[config.mk]
export PLATFORM = sky130hd
export DESIGN_NAME = crfb_fill_walk
export DESIGN_NICKNAME = d
export VERILOG_FILES = /design/src/rtl/core/assert_macros.svh /design/src/rtl/core/crfb_pkg.sv /design/src/rtl/core/crfb_fill_walk.sv
export SDC_FILE = /design/constraint.sdc
export NUM_CORES = 1
export LEC_CHECK = 0
export ABC_CLOCK_PERIOD_IN_PS = 3500
export BUFFER_PORTS_ARGS = -buffer_cell sky130_fd_sc_hd__buf_2
export CAP_MARGIN = 15
export CORE_MARGIN = 3
export CORE_UTILIZATION = 50
export CTS_CLUSTER_DIAMETER = 200
export DETAILED_ROUTE_END_ITERATION = 7
export GPL_ROUTABILITY_DRIVEN = 0
export PLACE_DENSITY = 0.85
export SLEW_MARGIN = 20
export SYNTH_ARGS = -nofsm -noshare
export SYNTH_HDL_FRONTEND = slang
export SYNTH_SLANG_ARGS = --single-unit
[constraint.sdc]
create_clock -name i_clk -period 3.5 [get_ports i_clk]
set_clock_uncertainty 0.1 [all_clocks]
set_input_delay 0.175 -clock i_clk [delete_from_list [all_inputs] [get_ports i_clk]]
set_output_delay 0.175 -clock i_clk [all_outputs]
set_load 0.01 [all_outputs]
[src/rtl/core/assert_macros.svh]
// ----------------------------------------------------------------------------
// assert_macros.svh
// Concurrent assertion helpers, empty when SYNTHESIS is defined.
// ----------------------------------------------------------------------------
`ifndef ASSERT_MACROS_SVH
`define ASSERT_MACROS_SVH

`ifndef SYNTHESIS

// Same-cycle implication, disabled in reset.
`define ASSERT_IMPLIES(label, clk, rst_n, ante, cons) \
    label: assert property (@(posedge clk) disable iff (!(rst_n)) (ante) |-> (cons)) \
        else $error("assertion failed: same-cycle implication");

// Next-cycle implication, disabled in reset.
`define ASSERT_NEXT(label, clk, rst_n, ante, cons) \
    label: assert property (@(posedge clk) disable iff (!(rst_n)) (ante) |=> (cons)) \
        else $error("assertion failed: next-cycle implication");

`else

`define ASSERT_IMPLIES(label, clk, rst_n, ante, cons)
`define ASSERT_NEXT(label, clk, rst_n, ante, cons)

`endif

`endif

[src/rtl/core/crfb_pkg.sv]
// ----------------------------------------------------------------------------
// crfb_pkg
// Shared widths, command codes, register indexes and types of the blitter.
// ----------------------------------------------------------------------------
`default_nettype none

package crfb_pkg;

    localparam int CMD_W       = 3;
    localparam int POS_W       = 16;
    localparam int SIZE_W      = 15;
    localparam int COLOR_W     = 32;
    localparam int SCR_W       = 8;
    localparam int CFG_IDX_W   = 1;

    localparam int DEF_MAX_WIDTH  = 128;
    localparam int DEF_MAX_HEIGHT = 128;
    localparam int DEF_PIXEL_BITS = 32;

    localparam logic [SCR_W-1:0] SCREEN_RESET = 8'd128;

    typedef enum logic [CMD_W-1:0] {
        CMD_FILL_SCREEN = 3'd0,
        CMD_FILL_RECT   = 3'd1,
        CMD_BEGIN_BLIT  = 3'd2,
        CMD_BLIT_PIXEL  = 3'd3,
        CMD_READ_PIXEL  = 3'd4
    } t_cmd;

    typedef enum logic [CFG_IDX_W-1:0] {
        CFG_SCREEN_WIDTH  = 1'b0,
        CFG_SCREEN_HEIGHT = 1'b1
    } t_cfg_idx;

    typedef struct packed {
        logic busy;
        logic last;
    } t_fill_stat;

endpackage

`default_nettype wire

[src/rtl/core/crfb_fill_walk.sv]
// ----------------------------------------------------------------------------
// crfb_fill_walk
// Walks a clipped rectangle in raster order, one frame store write per cycle.
// ----------------------------------------------------------------------------
`default_nettype none

module crfb_fill_walk #(
    parameter int MAX_WIDTH  = crfb_pkg::DEF_MAX_WIDTH,
    parameter int MAX_HEIGHT = crfb_pkg::DEF_MAX_HEIGHT,
    parameter int PIXEL_BITS = crfb_pkg::DEF_PIXEL_BITS
) (
    input  wire logic                                     i_clk,
    input  wire logic                                     i_rst_n,
    input  wire logic                                     i_start,
    input  wire logic [$clog2(MAX_WIDTH)-1:0]             i_x0,
    input  wire logic [$clog2(MAX_WIDTH+1)-1:0]           i_x1,
    input  wire logic [$clog2(MAX_HEIGHT)-1:0]            i_y0,
    input  wire logic [$clog2(MAX_HEIGHT+1)-1:0]          i_y1,
    input  wire logic [PIXEL_BITS-1:0]                    i_color,
    output      crfb_pkg::t_fill_stat                     o_stat,
    output      logic [$clog2(MAX_WIDTH*MAX_HEIGHT)-1:0]  o_wr_addr,
    output      logic [PIXEL_BITS-1:0]                    o_wr_data
);

    localparam int XW = $clog2(MAX_WIDTH);
    localparam int YW = $clog2(MAX_HEIGHT);
    localparam int CW = $clog2(MAX_WIDTH + 1);
    localparam int CH = $clog2(MAX_HEIGHT + 1);
    localparam int AW = $clog2(MAX_WIDTH * MAX_HEIGHT);

    logic                   r_busy;
    logic [XW-1:0]          r_col;
    logic [XW-1:0]          r_x0;
    logic [CW-1:0]          r_x1;
    logic [YW-1:0]          r_row;
    logic [CH-1:0]          r_y1;
    logic [AW-1:0]          r_base;
    logic [PIXEL_BITS-1:0]  r_color;

    logic col_last;
    logic row_last;

    assign col_last = (CW'(r_col) + CW'(1)) == r_x1;
    assign row_last = (CH'(r_row) + CH'(1)) == r_y1;

    always_ff @(posedge i_clk) begin
        if (!i_rst_n) begin
            r_busy <= 1'b0;
        end else if (i_start) begin
            r_busy <= 1'b1;
        end else if (r_busy && col_last && row_last) begin
            r_busy <= 1'b0;
        end
    end

    always_ff @(posedge i_clk) begin
        if (i_start) begin
            r_col   <= i_x0;
            r_x0    <= i_x0;
            r_x1    <= i_x1;
            r_row   <= i_y0;
            r_y1    <= i_y1;
            r_base  <= AW'(i_y0) * AW'(MAX_WIDTH);
            r_color <= i_color;
        end else if (r_busy) begin
            if (col_last) begin
                r_col  <= r_x0;
                r_row  <= r_row + YW'(1);
                r_base <= r_base + AW'(MAX_WIDTH);
            end else begin
                r_col <= r_col + XW'(1);
            end
        end
    end

    assign o_stat.busy = r_busy;
    assign o_stat.last = r_busy && col_last && row_last;
    assign o_wr_addr   = r_base + AW'(r_col);
    assign o_wr_data   = r_color;

endmodule

`default_nettype wire

# Word level (Yosys, flattened, before mapping)
# Cells that the tools add are included.
# word_totals
ff_bits	84
in_bits	65
out_inout_bits	48
elab_cells	35
# op_classes
add_sub_neg	6
eq_ne	2
muxes	11
n_reduce_logical	7
# ops
op	n
2-to-1 mux 14 bit	3
2-to-1 mux 7 bit	6
adder 7 x 1 -> 8 bit (second input constant)	2
== test 8 bit	2
adder 14 x 7 -> 14 bit	1
adder 14 x 8 -> 14 bit (second input constant)	1
adder 7 x 1 -> 7 bit (second input constant)	2
nonzero test 2 bit	3
AND reduction 2 bit	2
logical AND 1 bit	2
2-to-1 mux 1 bit	2

# Logic depth before layout (Yosys ltp)
# depth
depth_word	6
ltp_mapped	7
mapped_depth_nobuf	6

# Least setup slack after synthesis
# No wires, ideal clock.
# synth_path
kind	register to register
startpoint	register r_col[0]
endpoint	register r_base[10] (enable)
setup_time_ps	357
arrival_ps	2164
required_ps	3043
setup_slack_ps	879
path_stages_with_launch	7
n_path_buf	0
period_less_slack_ps	2621
cell_sequence	edfxtp_1 -> ha_1 -> xor3_1 -> nor3_4 -> o2111ai_4 -> nor3_4 -> a21o_1
# synth_between
elab_chain_len	4
# synth_lines
element	line	rtl
from (decl)	crfb_fill_walk.sv:32	logic [XW-1:0] r_col;
from (signal assigned)	crfb_fill_walk.sv:58	r_col <= i_x0;
from (signal assigned)	crfb_fill_walk.sv:67	r_col <= r_x0;
from (signal assigned)	crfb_fill_walk.sv:71	r_col <= r_col + XW'(1);
adder 7 x 1 -> 8 bit	crfb_fill_walk.sv:43	assign col_last = (CW'(r_col) + CW'(1)) == r_x1;
== test 8 bit	crfb_fill_walk.sv:43	
nonzero test 2 bit (no line)	-	
AND reduction 2 bit (no line)	-	
to (signal assigned)	crfb_fill_walk.sv:63	r_base <= AW'(i_y0) * AW'(MAX_WIDTH);
to (signal assigned)	crfb_fill_walk.sv:69	r_base <= r_base + AW'(MAX_WIDTH);
to (decl)	crfb_fill_walk.sv:37	logic [AW-1:0] r_base;
# Every way passes these cells.
# A chain may end at the register's enable or synchronous reset.

# Worst setup path after layout
# layout_path
startpoint	register r_col[0]
endpoint	register r_base[7] (enable)
# Same word-level chain as after synthesis.

==> flow_summary.yaml <==
layout:
  stdcell_area_sq_um: 4750
  utilization_pct: 73.5
  num_antenna_cells: 0
  final_layout_size_suffix_gt1_share_pct: 35.1
  syn_to_final_growth_pct: 40.6
  multiInputGateArea_sq_um: 1020
  nets: 459
  final_cells: 473
  nFillCells: 413
  seqCellArea_sq_um: 2300
worst_setup_path:
  worstPathMaxFanout: 14
  cp-end-kind: "register"
  reg2reg_from: "r_col[0]"
  worstSetupPathType: "register to register"
  start_kind: "register"
  worstPathArrival_ps: 2750
  startpoint: "r_col[0]"
  worst_ep_required_time_ps: 3370
pwr:
  irDropWorstVdd_mv: 0.432
  total_power_mw: 2.18
  powerDensity_nw_per_um2: 459
  cellLeakagePower_nw: 1.94
sta:
  setup_ws_ps: 621
  period_share_pct: 82.3
  holdWs_ps: 36.8
  setup_viol_count_final: 0
  fmax_mhz: 347
  tns_ps: 0
  drv_slew: 0
  rsz0062_at_grt: "false"
  final.min_clock_period_ps: 2880
  relSlewSlack_pct: 52.3
  tightest_slew_ps: 714
  final_hold_viol_count: 0
synthesis:
  synthAdderAreaFrac_pct: 1.11
  synth_top_cell_area_share_pct: 67.6
  synth_xor_area_share_pct: 9.31
  synth_most_common_cell: "edfxtp_1"
  ys_types: 46
  synthSimpleGateAreaFrac_pct: 10.5
  netlist_area_sq_um: 3370
  async_flop_share_pct: 0
  yosysTopAreaCell: "edfxtp_1"
  syn-num-nets: 286
  syn_inst: 218
  synth-seq-area-share_pct: 68.2
  yosys_warnings: 0
  synth.area.mux_share_pct: 0.667
  synth_compound_area_share_pct: 8.57
  syn_avg_cell_area_sq_um: 15.5
  synth.top_cells.by_count: "edfxtp_1, nor2_1, xnor2_1, nand2_1, a21oi_1"
  synth-seq-cells: 77
  synth_top_family_by_area: "simple AND/OR/NAND/NOR gates"
  synth_ff_type: "edfxtp_1"
  ys_top_cells_by_area: "edfxtp_1, xnor2_1, xor3_1"
  synth_edf_count: 76
clocking:
  holdBufCountCts: 56
  cts_setup_buffers: 0
  cts.reportedPaths.clkPinSlew_ps: 80
  cts_max_level: 3
  clkLatencyLatePin_ps: 330
  cts_root_buffer: "clkbuf_8"
  max-clock-path-buffers: 2
  cts.sinks: 77
  cts_tree: "yes"
  cts_buffers: 9
  cts_resized: 0
placed_design:
  placedCellCount: 401
  place_area_sq_um: 4000
  post-place-ws_ps: 629
  dp_hpwl_um: 5040
  port_buffers: 112
grt:
  grt_util_met1_pct: 27.2
  globalRouteMet2Util_pct: 35.5
  grt_pass1_wl_um: 12500
  grt_start_max_net_pins: 53
  grt_pass1_vias: 2550
  groute.usage.overall_pct: 21.5
  antenna_found_initial: 0
  overflow: 0
  busiest_layer: "met2"
  grt_util_met3_pct: 6.11
detailed_routing:
  drc_errors: 0
  vias: 2485
  drtPass1Iterations: 4
  via_per_inst: 5.25
  wl_per_cell_um: 16.8
  drtIter0Drc: 169
  ant_nets: 0
  drt_wl_total_um: 7930
floorplan:
  die_x_um: 88.2
  core_area_sq_um: 6460
  die_h_um: 88.2
  rows: 29
  die-area_sq_um: 7770
  initial_utilization_pct: 52.2
  io_pins: 113
min_path:
  holdCritStartpoint: "i_y0[1]"
  hold_path_class: "input pin to register"
outcome:
  outcome: "completed"
run:
  max-cap-violations: 0
-- final timing paths --
| path | cells after the start | end | slack, ps |
|---|---|---|---|
| worst max-delay path | 6 | r_base[7] | 620 |
| worst min-delay path | 3 | r_row[1] | 40 |
| worst min register to register | 1 | r_base[7] | 550 |
| worst max register to register | 6 | r_base[7] | 620 |
-- critical path: stages, from the launching register on --
cell	delay, ps
edfxtp_1	470
ha_1	290
xor3_1	420
nor3_4	210
o2111ai_4	230
nor3_4	300
a21o_1	490
-- where the power goes --
part / switching [mW] / internal [mW] / leakage (nW)
logic: 0.192 / 0.194 / 1.10
clock network: 0.302 / 0.330 / 0.0943
registers: 0.0534 / 1.11 / 0.753
total: 0.547 / 1.63 / 1.94
-- cell usage in the layout, fill, tap and decap left out, types with 2 or more instances in the layout --
| cell type | netlist | layout |
|---|---|---|
| nand3_1 | 4 | 4 |
| xor2_1 | 8 | 8 |
| xnor3_1 | 3 | 3 |
| xor3_1 | 3 | 3 |
| buf_2 | 0 | 112 |
| edfxtp_1 | 76 | 76 |
| a31oi_1 | 6 | 6 |
| clkbuf_1 | 5 | 3 |
| a21oi_1 | 10 | 10 |
| nor2_1 | 14 | 14 |
| xnor2_1 | 12 | 12 |
| clkinv_2 | 0 | 2 |
| nor2b_1 | 2 | 2 |
| nand2_1 | 11 | 11 |
| nand4_1 | 4 | 4 |
| or3_1 | 2 | 2 |
| and3_1 | 6 | 6 |
| nor4_1 | 5 | 5 |
| o31ai_1 | 5 | 5 |
| o21ai_0 | 4 | 4 |
| dlygate4sd3_1 | 0 | 56 |
| o221a_1 | 2 | 2 |
| nand2b_1 | 2 | 2 |
| nor3_4 | 2 | 2 |
| ha_1 | 3 | 3 |
| inv_1 | 5 | 5 |
| mux2_2 | 2 | 2 |
| clkbuf_8 | 0 | 9 |
-- sequential cells by signal, summed over array words and instances (netlist names) --
signal,flops
r_y1,8
r_base,7
r_row,7
r_x0,7
r_x1,8
o_wr_data,32
r_col,7
r_busy,1
-- cells by family (layout without fill, tap and decap cells) --
group,Yosys count,count (layout)
flops,77,77
simple gates,61,61
compound gates,37,37
xor+xnor,26,26
buf+inv,12,190
fa+ha+maj,3,3
mux,2,2
-- metal layers --
| metal | up-vias | share of wire [%] |
|---|---|---|
| li1 | 1187 | - |
| met1 | 1177 | 40 |
| met2 | 103 | 51 |
| met3 | 18 | 7.0 |
| met4 | 0 | 2.2 |
| met5 | - | 0 |
-- cell type report --
type                       instances  share of cell area [%]
sequential                        77                    48.5
inverter                           5                   0.395
clock buffer                      12                    2.85
multi-input combinational        129                    21.4
timing repair buffer             169                    23.8
clock inverter                     4                    1.03
tap                               77                    2.03
No activity file was read; power rests on OpenSTA's default activity.
