--- src/rtl/core/assert_macros.svh ---
// ----------------------------------------------------------------------------
// assert_macros.svh
// Concurrent assertion helpers, empty when SYNTHESIS is defined.
// ----------------------------------------------------------------------------
`ifndef ASSERT_MACROS_SVH
`define ASSERT_MACROS_SVH

`ifndef SYNTHESIS

// Same-cycle implication, disabled in reset.
`define ASSERT_IMPLIES(label, clk, rst_n, ante, cons) \
    label: assert property (@(posedge clk) disable iff (!(rst_n)) (ante) |-> (cons)) \
        else $error("assertion failed: same-cycle implication");

// Next-cycle implication, disabled in reset.
`define ASSERT_NEXT(label, clk, rst_n, ante, cons) \
    label: assert property (@(posedge clk) disable iff (!(rst_n)) (ante) |=> (cons)) \
        else $error("assertion failed: next-cycle implication");

`else

`define ASSERT_IMPLIES(label, clk, rst_n, ante, cons)
`define ASSERT_NEXT(label, clk, rst_n, ante, cons)

`endif

`endif

--- src/rtl/core/crfb_pkg.sv ---
// ----------------------------------------------------------------------------
// crfb_pkg
// Shared widths, command codes, register indexes and types of the blitter.
// ----------------------------------------------------------------------------
`default_nettype none

package crfb_pkg;

    localparam int CMD_W       = 3;
    localparam int POS_W       = 16;
    localparam int SIZE_W      = 15;
    localparam int COLOR_W     = 32;
    localparam int SCR_W       = 8;
    localparam int CFG_IDX_W   = 1;

    localparam int DEF_MAX_WIDTH  = 128;
    localparam int DEF_MAX_HEIGHT = 128;
    localparam int DEF_PIXEL_BITS = 32;

    localparam logic [SCR_W-1:0] SCREEN_RESET = 8'd128;

    typedef enum logic [CMD_W-1:0] {
        CMD_FILL_SCREEN = 3'd0,
        CMD_FILL_RECT   = 3'd1,
        CMD_BEGIN_BLIT  = 3'd2,
        CMD_BLIT_PIXEL  = 3'd3,
        CMD_READ_PIXEL  = 3'd4
    } t_cmd;

    typedef enum logic [CFG_IDX_W-1:0] {
        CFG_SCREEN_WIDTH  = 1'b0,
        CFG_SCREEN_HEIGHT = 1'b1
    } t_cfg_idx;

    typedef struct packed {
        logic busy;
        logic last;
    } t_fill_stat;

endpackage

`default_nettype wire

--- src/rtl/core/crfb_blit_seq.sv ---
// ----------------------------------------------------------------------------
// crfb_blit_seq
// Blit origin, size and raster position; clips each source pixel to screen.
// ----------------------------------------------------------------------------
`default_nettype none

module crfb_blit_seq #(
    parameter int MAX_WIDTH  = crfb_pkg::DEF_MAX_WIDTH,
    parameter int MAX_HEIGHT = crfb_pkg::DEF_MAX_HEIGHT
) (
    input  wire logic                                     i_clk,
    input  wire logic                                     i_rst_n,
    input  wire logic                                     i_load,
    input  wire logic                                     i_step,
    input  wire logic signed [crfb_pkg::POS_W-1:0]        i_pos_x,
    input  wire logic signed [crfb_pkg::POS_W-1:0]        i_pos_y,
    input  wire logic [crfb_pkg::SIZE_W-1:0]              i_size_w,
    input  wire logic [crfb_pkg::SIZE_W-1:0]              i_size_h,
    input  wire logic [$clog2(MAX_WIDTH+1)-1:0]           i_eff_w,
    input  wire logic [$clog2(MAX_HEIGHT+1)-1:0]          i_eff_h,
    output      logic                                     o_wr_en,
    output      logic [$clog2(MAX_WIDTH*MAX_HEIGHT)-1:0]  o_wr_addr
);

    localparam int XW = $clog2(MAX_WIDTH);
    localparam int YW = $clog2(MAX_HEIGHT);
    localparam int AW = $clog2(MAX_WIDTH * MAX_HEIGHT);
    localparam int SW = crfb_pkg::POS_W + 2;

    logic signed [crfb_pkg::POS_W-1:0]  r_origin_x;
    logic signed [crfb_pkg::POS_W-1:0]  r_origin_y;
    logic [crfb_pkg::SIZE_W-1:0]        r_width;
    logic [crfb_pkg::SIZE_W-1:0]        r_height;
    logic [crfb_pkg::SIZE_W-1:0]        r_col;
    logic [crfb_pkg::SIZE_W-1:0]        r_row;

    logic                  active;
    logic                  col_wrap;
    logic signed [SW-1:0]  dx;
    logic signed [SW-1:0]  dy;
    logic signed [SW-1:0]  eff_w_s;
    logic signed [SW-1:0]  eff_h_s;
    logic                  on_x;
    logic                  on_y;

    assign active   = (r_width != '0) && (r_row < r_height);
    assign col_wrap = (r_col + crfb_pkg::SIZE_W'(1)) >= r_width;
    assign dx       = SW'(r_origin_x) + SW'(r_col);
    assign dy       = SW'(r_origin_y) + SW'(r_row);
    assign eff_w_s  = SW'(i_eff_w);
    assign eff_h_s  = SW'(i_eff_h);
    assign on_x     = !dx[SW-1] && (dx < eff_w_s);
    assign on_y     = !dy[SW-1] && (dy < eff_h_s);

    assign o_wr_en   = i_step && active && on_x && on_y;
    assign o_wr_addr = AW'(dy[YW-1:0]) * AW'(MAX_WIDTH) + AW'(dx[XW-1:0]);

    always_ff @(posedge i_clk) begin
        if (!i_rst_n) begin
            r_origin_x <= '0;
            r_origin_y <= '0;
            r_width    <= '0;
            r_height   <= '0;
            r_col      <= '0;
            r_row      <= '0;
        end else if (i_load) begin
            r_origin_x <= i_pos_x;
            r_origin_y <= i_pos_y;
            r_width    <= i_size_w;
            r_height   <= i_size_h;
            r_col      <= '0;
            r_row      <= '0;
        end else if (i_step && active) begin
            if (col_wrap) begin
                r_col <= '0;
                r_row <= r_row + crfb_pkg::SIZE_W'(1);
            end else begin
                r_col <= r_col + crfb_pkg::SIZE_W'(1);
            end
        end
    end

endmodule

`default_nettype wire

--- config.mk ---
export PLATFORM = sky130hd
export DESIGN_NAME = crfb_blit_seq
export DESIGN_NICKNAME = d
export VERILOG_FILES = /design/src/rtl/core/assert_macros.svh /design/src/rtl/core/crfb_pkg.sv /design/src/rtl/core/crfb_blit_seq.sv
export SDC_FILE = /design/constraint.sdc
export NUM_CORES = 1
export LEC_CHECK = 0
export ABC_AREA = 1
export BUFFER_PORTS_ARGS = -buffer_cell sky130_fd_sc_hd__buf_2
export CAP_MARGIN = 10
export CORE_MARGIN = 1
export CORE_UTILIZATION = 35
export CTS_BUF_LIST = sky130_fd_sc_hd__clkbuf_8
export DETAILED_ROUTE_END_ITERATION = 12
export MAX_ROUTING_LAYER = met4
export PLACE_DENSITY = 0.63
export SETUP_SLACK_MARGIN = 0.5
export SKIP_CTS_REPAIR_TIMING = 1
export SYNTH_ARGS = -nofsm -noshare
export SYNTH_HDL_FRONTEND = slang
export SYNTH_SLANG_ARGS = --single-unit
--- constraint.sdc ---
create_clock -name i_clk -period 7.96 [get_ports i_clk]
set_clock_uncertainty 0.15 [all_clocks]
set_input_delay 0.796 -clock i_clk [delete_from_list [all_inputs] [get_ports i_clk]]
set_output_delay 0.796 -clock i_clk [all_outputs]
set_load 0.005 [all_outputs]
After elaboration in Yosys (flattened, before gate mapping)
Cells that the tools add are included.
{"block": "totals", "register_bits": 92, "in_bits": 82, "out_inout_bits": 15, "word_cells": 28}
{"block": "classes", "add_sub_neg": 5, "order_cmp": 4, "muxes": 1, "bitwise_logic": 1, "n_reduce_logical": 11}
{"cell": "$add A16 B16 Y17", "count": 2}
{"cell": "$lt A17 B9 Y1", "count": 2}
{"cell": "$add A15 B1 Y15 const B", "count": 2}
{"cell": "$ge A15 B15 Y1", "count": 1}
{"cell": "$lt A15 B15 Y1", "count": 1}
{"cell": "$mux W15", "count": 1}
{"cell": "$reduce_bool A15 Y1", "count": 1}
{"cell": "$add A14 B7 Y14", "count": 1}
{"cell": "$logic_and A1 B1 Y1", "count": 6}
{"cell": "$logic_not A1 Y1", "count": 2}
{"cell": "$reduce_and A2 Y1", "count": 1}
{"cell": "$reduce_or A2 Y1", "count": 1}
{"cell": "$not A1 Y1", "count": 1}

Logic depth before layout (Yosys ltp)
{"block": "logic_depth", "word_depth": 5, "depth_mapped": 19, "ltp_nobuf": 19}

Worst setup path before layout
OpenSTA, ideal clock, no wires.
{"block": "synth_timing", "path_type": "register to output", "startpoint": "register r_col[0] in the netlist's numbering", "endpoint": "output o_wr_en", "arrival_ps": 2389, "t_required_ps": 7014, "slack_ps": 4625, "path_stages_with_launch": 18, "path_buffers": 0, "path_cell_list": "dfxtp_1 ha_1 fa_1 nand3_1 nand3_1 xor2_1 ha_1 a21oi_1 nand2_1 nand2_1 nand2_1 nand2_1 nand2_1 nand2_1 nand3_1 nor2_1 nand3_1 nor2_1"}
{"block": "synth_between", "elab_chain_cells": 5, "word_cells_on_any_way": 6, "cone_classes": "add/sub: 1; order compare: 1; reduce/logical: 4"}
{"item": "start: declaration", "line_no": "crfb_blit_seq.sv:34", "source": "logic [crfb_pkg::SIZE_W-1:0] r_col;"}
{"item": "start signal: assignment", "line_no": "crfb_blit_seq.sv:78", "source": "r_col <= r_col + crfb_pkg::SIZE_W'(1);"}
{"item": "$add A16 B16 Y17 (*)", "line_no": "crfb_blit_seq.sv:48", "source": "assign dx = SW'(r_origin_x) + SW'(r_col);"}
{"item": "$lt A17 B9 Y1 or $logic_not A1 Y1 (tied branches)", "line_no": "crfb_blit_seq.sv:52", "source": "assign on_x = !dx[SW-1] && (dx < eff_w_s);"}
{"item": "$logic_and A1 B1 Y1 (*)", "line_no": "crfb_blit_seq.sv:52"}
{"item": "$logic_and A1 B1 Y1 (*) (2 in a row)", "line_no": "crfb_blit_seq.sv:55", "source": "assign o_wr_en = i_step && active && on_x && on_y;"}
{"item": "end: declaration", "line_no": "crfb_blit_seq.sv:21", "source": "output logic o_wr_en,"}
Every way passes the cells marked *; elsewhere a longest branch is shown, timed or not.

Final worst setup path
Same ends and word-level chain as after synthesis.

==> flow_summary_export.csv <==
group,metric,value,unit
run_status,status,"complete, no violations",
global_routing,grt_pass1_wl,27.6,mm
route,drtPass1Iterations,5,
logic_synthesis,syn_area,6630,um^2
clock_network,cts-htree-levels,3,
floorplan,die_x,140,um
placed_design,dp_hpwl,13.2,mm
placed_design,gp_congestion,0.917,
clock_network,root_buffer,"clkbuf_8",
layout,drive_gt1_frac,0.133,
clock_network,cts_made_buffers,9,
sta,fin_crit_sh,0.518,
floorplan,start_util,0.363,
sta,hold_viol_final,0,
logic_synthesis,avgSynthCellArea,6.63,um^2
sta,setup_slack,3840,ps
logic_synthesis,ys_seq_area_frac,0.278,
setup_path,slowest_delay,440,ps
floorplan,die_h,140,um
setup_path,cp-startpoint,"r_col[0]",
logic_synthesis,syn_inst,1000,
worst_hold_path,hold_path_class,"reg -> reg",
placed_design,port_buffers,96,
floorplan,rows,49,
layout,final_common_cell,"nand2_1",
clock_network,clock-sinks,92,
setup_path,cp_common_cell,"nand2_1",
route,viasPerCell,4.85,
setup_path,r2r_cells,17,
run,drv_cap,0,
global_routing,track_usage,0.180,
power,max-vdd-ir-drop,0.0664,mV
global_routing,grt_pass1_vias,5824,
global_routing,gr-total-overflow,0,
setup_path,worst-path-max-fanout,7,
sta,relSlewSlack,0.318,
power,power.density,139,nW/um^2
setup_path,worstPathRequired,7010,ps
worst_hold_path,hold_depth,2,
route,drc,0,
route,drt_wl_total,16.7,mm
clock_network,cts_buffer_depth,2,
global_routing,grt_max_degree,64,
logic_synthesis,syn_nets,1159,
sta,max_freq,242,MHz
floorplan,core_area,18300,um^2
logic_synthesis,yosysWarnings,0,
power,power_leakage,3.78,nW
layout,nFillCells,1997,
sta,worstMarginPinSlew,1020,ps
floorplan,ios,97,
setup_path,crit_slowest_cell,"fa_1",
setup_path,crit_chain,"ha_1, fa_1, nand3_1, nand3_1, xor2_1, ha_1, a21oi_1, nand2_1, nand2_1, nand2_1, nand2_1, nand2_1, nand2_1, nand3_1, nor2_1, nand3_1, nor2_1, buf_2",
setup_path,r2r_start,"r_col[1]",
setup_path,critPathArrivalTime,3180,ps
floorplan,dieArea,19500,um^2
worst_hold_path,hp-start,"r_height[2]",
sta,finalMaxSlewViolations,0,
logic_synthesis,synth.distinct_cells,36,
sta,finalSetupTns,0,ps
logic_synthesis,ys_ff_latch,92,
setup_path,cp-end-kind,"primary output",
sta,finalCriticalPeriod,4120,ps
layout,antenna-diode-count,0,
sta,setup_viol,0,
layout,num-nets-final,1239,
setup_path,critical_path_class,"reg -> out",
route,drt_iter0_drc,387,
route,post_drt_wl_per_cell,12.7,um
global_routing,antenna_found_initial,0,
setup_path,cp-start-kind,"flip-flop",
placed_design,place_ws,4100,ps
layout,mostFrequentLayoutCells,"nand2_1, nor2_1, inv_1",
route,ant_nets,0,
clock_network,cts_tree,"yes",
sta,rsz0062_at_grt,"false",
route,vias,6374,
clock_network,clkTransAtPathRegs,90,ps
clock_network,clock_latency,380,ps
layout,syn_to_final_growth,13.4,%
[through the flow]
| step | total power [mW] | hold WS (ps) | instances | cell area (um^2) | util |
|---|---|---|---|---|---|
| floorplan | 0.634 | 290 | 1000 | 6630 | - |
| global placement | 0.695 | 305 | 1298 | 7290 | 0.399 |
| detailed placement | 0.697 | 312 | 1298 | 7290 | 0.399 |
| CTS | 1.06 | 326 | 1314 | 7510 | 0.411 |
| global route | 1.11 | 350 | 1314 | 7510 | 0.411 |
| finish | 1.05 | 325 | 1314 | 7510 | 0.411 |
[synthesized netlist by cell type (all sizes together)]
master | count | area (um^2)
nand3b | 2 | 15.0
ha | 75 | 938
nand2b | 1 | 6.26
a21oi | 94 | 482
nor4 | 3 | 25.0
inv | 131 | 492
o211ai | 1 | 7.51
o21a | 2 | 15.0
o21bai | 4 | 30.0
nor2 | 136 | 531
buf | 7 | 35.0
nand4 | 15 | 106
nor3 | 13 | 70.1
xnor2 | 4 | 35.0
a21boi | 1 | 7.51
nand3 | 72 | 380
or2 | 1 | 6.26
clkinv | 2 | 8.75
o21ai | 87 | 435
nand2 | 204 | 776
xor2 | 25 | 226
fa | 2 | 40.0
clkbuf | 21 | 78.8
dfxtp | 92 | 1840
a21o | 5 | 37.5
[power breakdown]
group,internal [mW],switching (mW)
registers,0.483,0.0128
clock network,0.185,0.175
logic,0.0720,0.117
[path summary, 6_finish.rpt]
| kind | endpoint | slack (ps) |
|---|---|---|
| max reg2reg | r_row[8] | 4010 |
| min reg2reg | r_height[2] | 320 |
| min | r_height[2] | 320 |
| max | o_wr_en | 3840 |
[area by class of cell]
type	count	area (um^2)	share of cell area
clock buffers	10	138	0.0183
clock inverters	6	87.6	0.0117
inverters	133	500	0.0666
multi-input cells	747	4170	0.555
flip-flops and latches	92	1840	0.245
well taps	229	287	0.0381
repair buffers	97	488	0.0650
[kinds of logic (layout without fill, tap and decap cells)]
group	Yosys count	in the layout	synth area share
adders and majority gates	77	77	0.148
DFF	92	92	0.278
AOI/OAI and AO/OA	194	194	0.153
buffers and inverters	161	246	0.0927
and+or+nand+nor	447	447	0.289
xor gates and xnor gates	29	29	0.0395
[flip-flops by register name, summed over array words and instances (netlist names)]
register    cells
r_origin_y     16
r_row          15
r_width        15
r_col          15
r_origin_x     16
r_height       15
[metal layers]
metal / track usage / up-vias / routed length [um]
li1: - / 3434 / -
met1: 0.248 / 2802 / 8690
met2: 0.277 / 123 / 7190
met3: 0.0193 / 15 / 577
met4: 0.0526 / 0 / 236
met5: - / - / 0
[critical path, delay by kind of cell (launching register included)]
kind / cells / cell delay [ps]
DFF: 1 / 390
AOI/OAI and AO/OA: 1 / 140
adders and majority gates: 3 / 990
and+or+nand+nor: 12 / 970
buffers and inverters: 1 / 120
xor gates and xnor gates: 1 / 200
(Power assumes the default switching activity.)
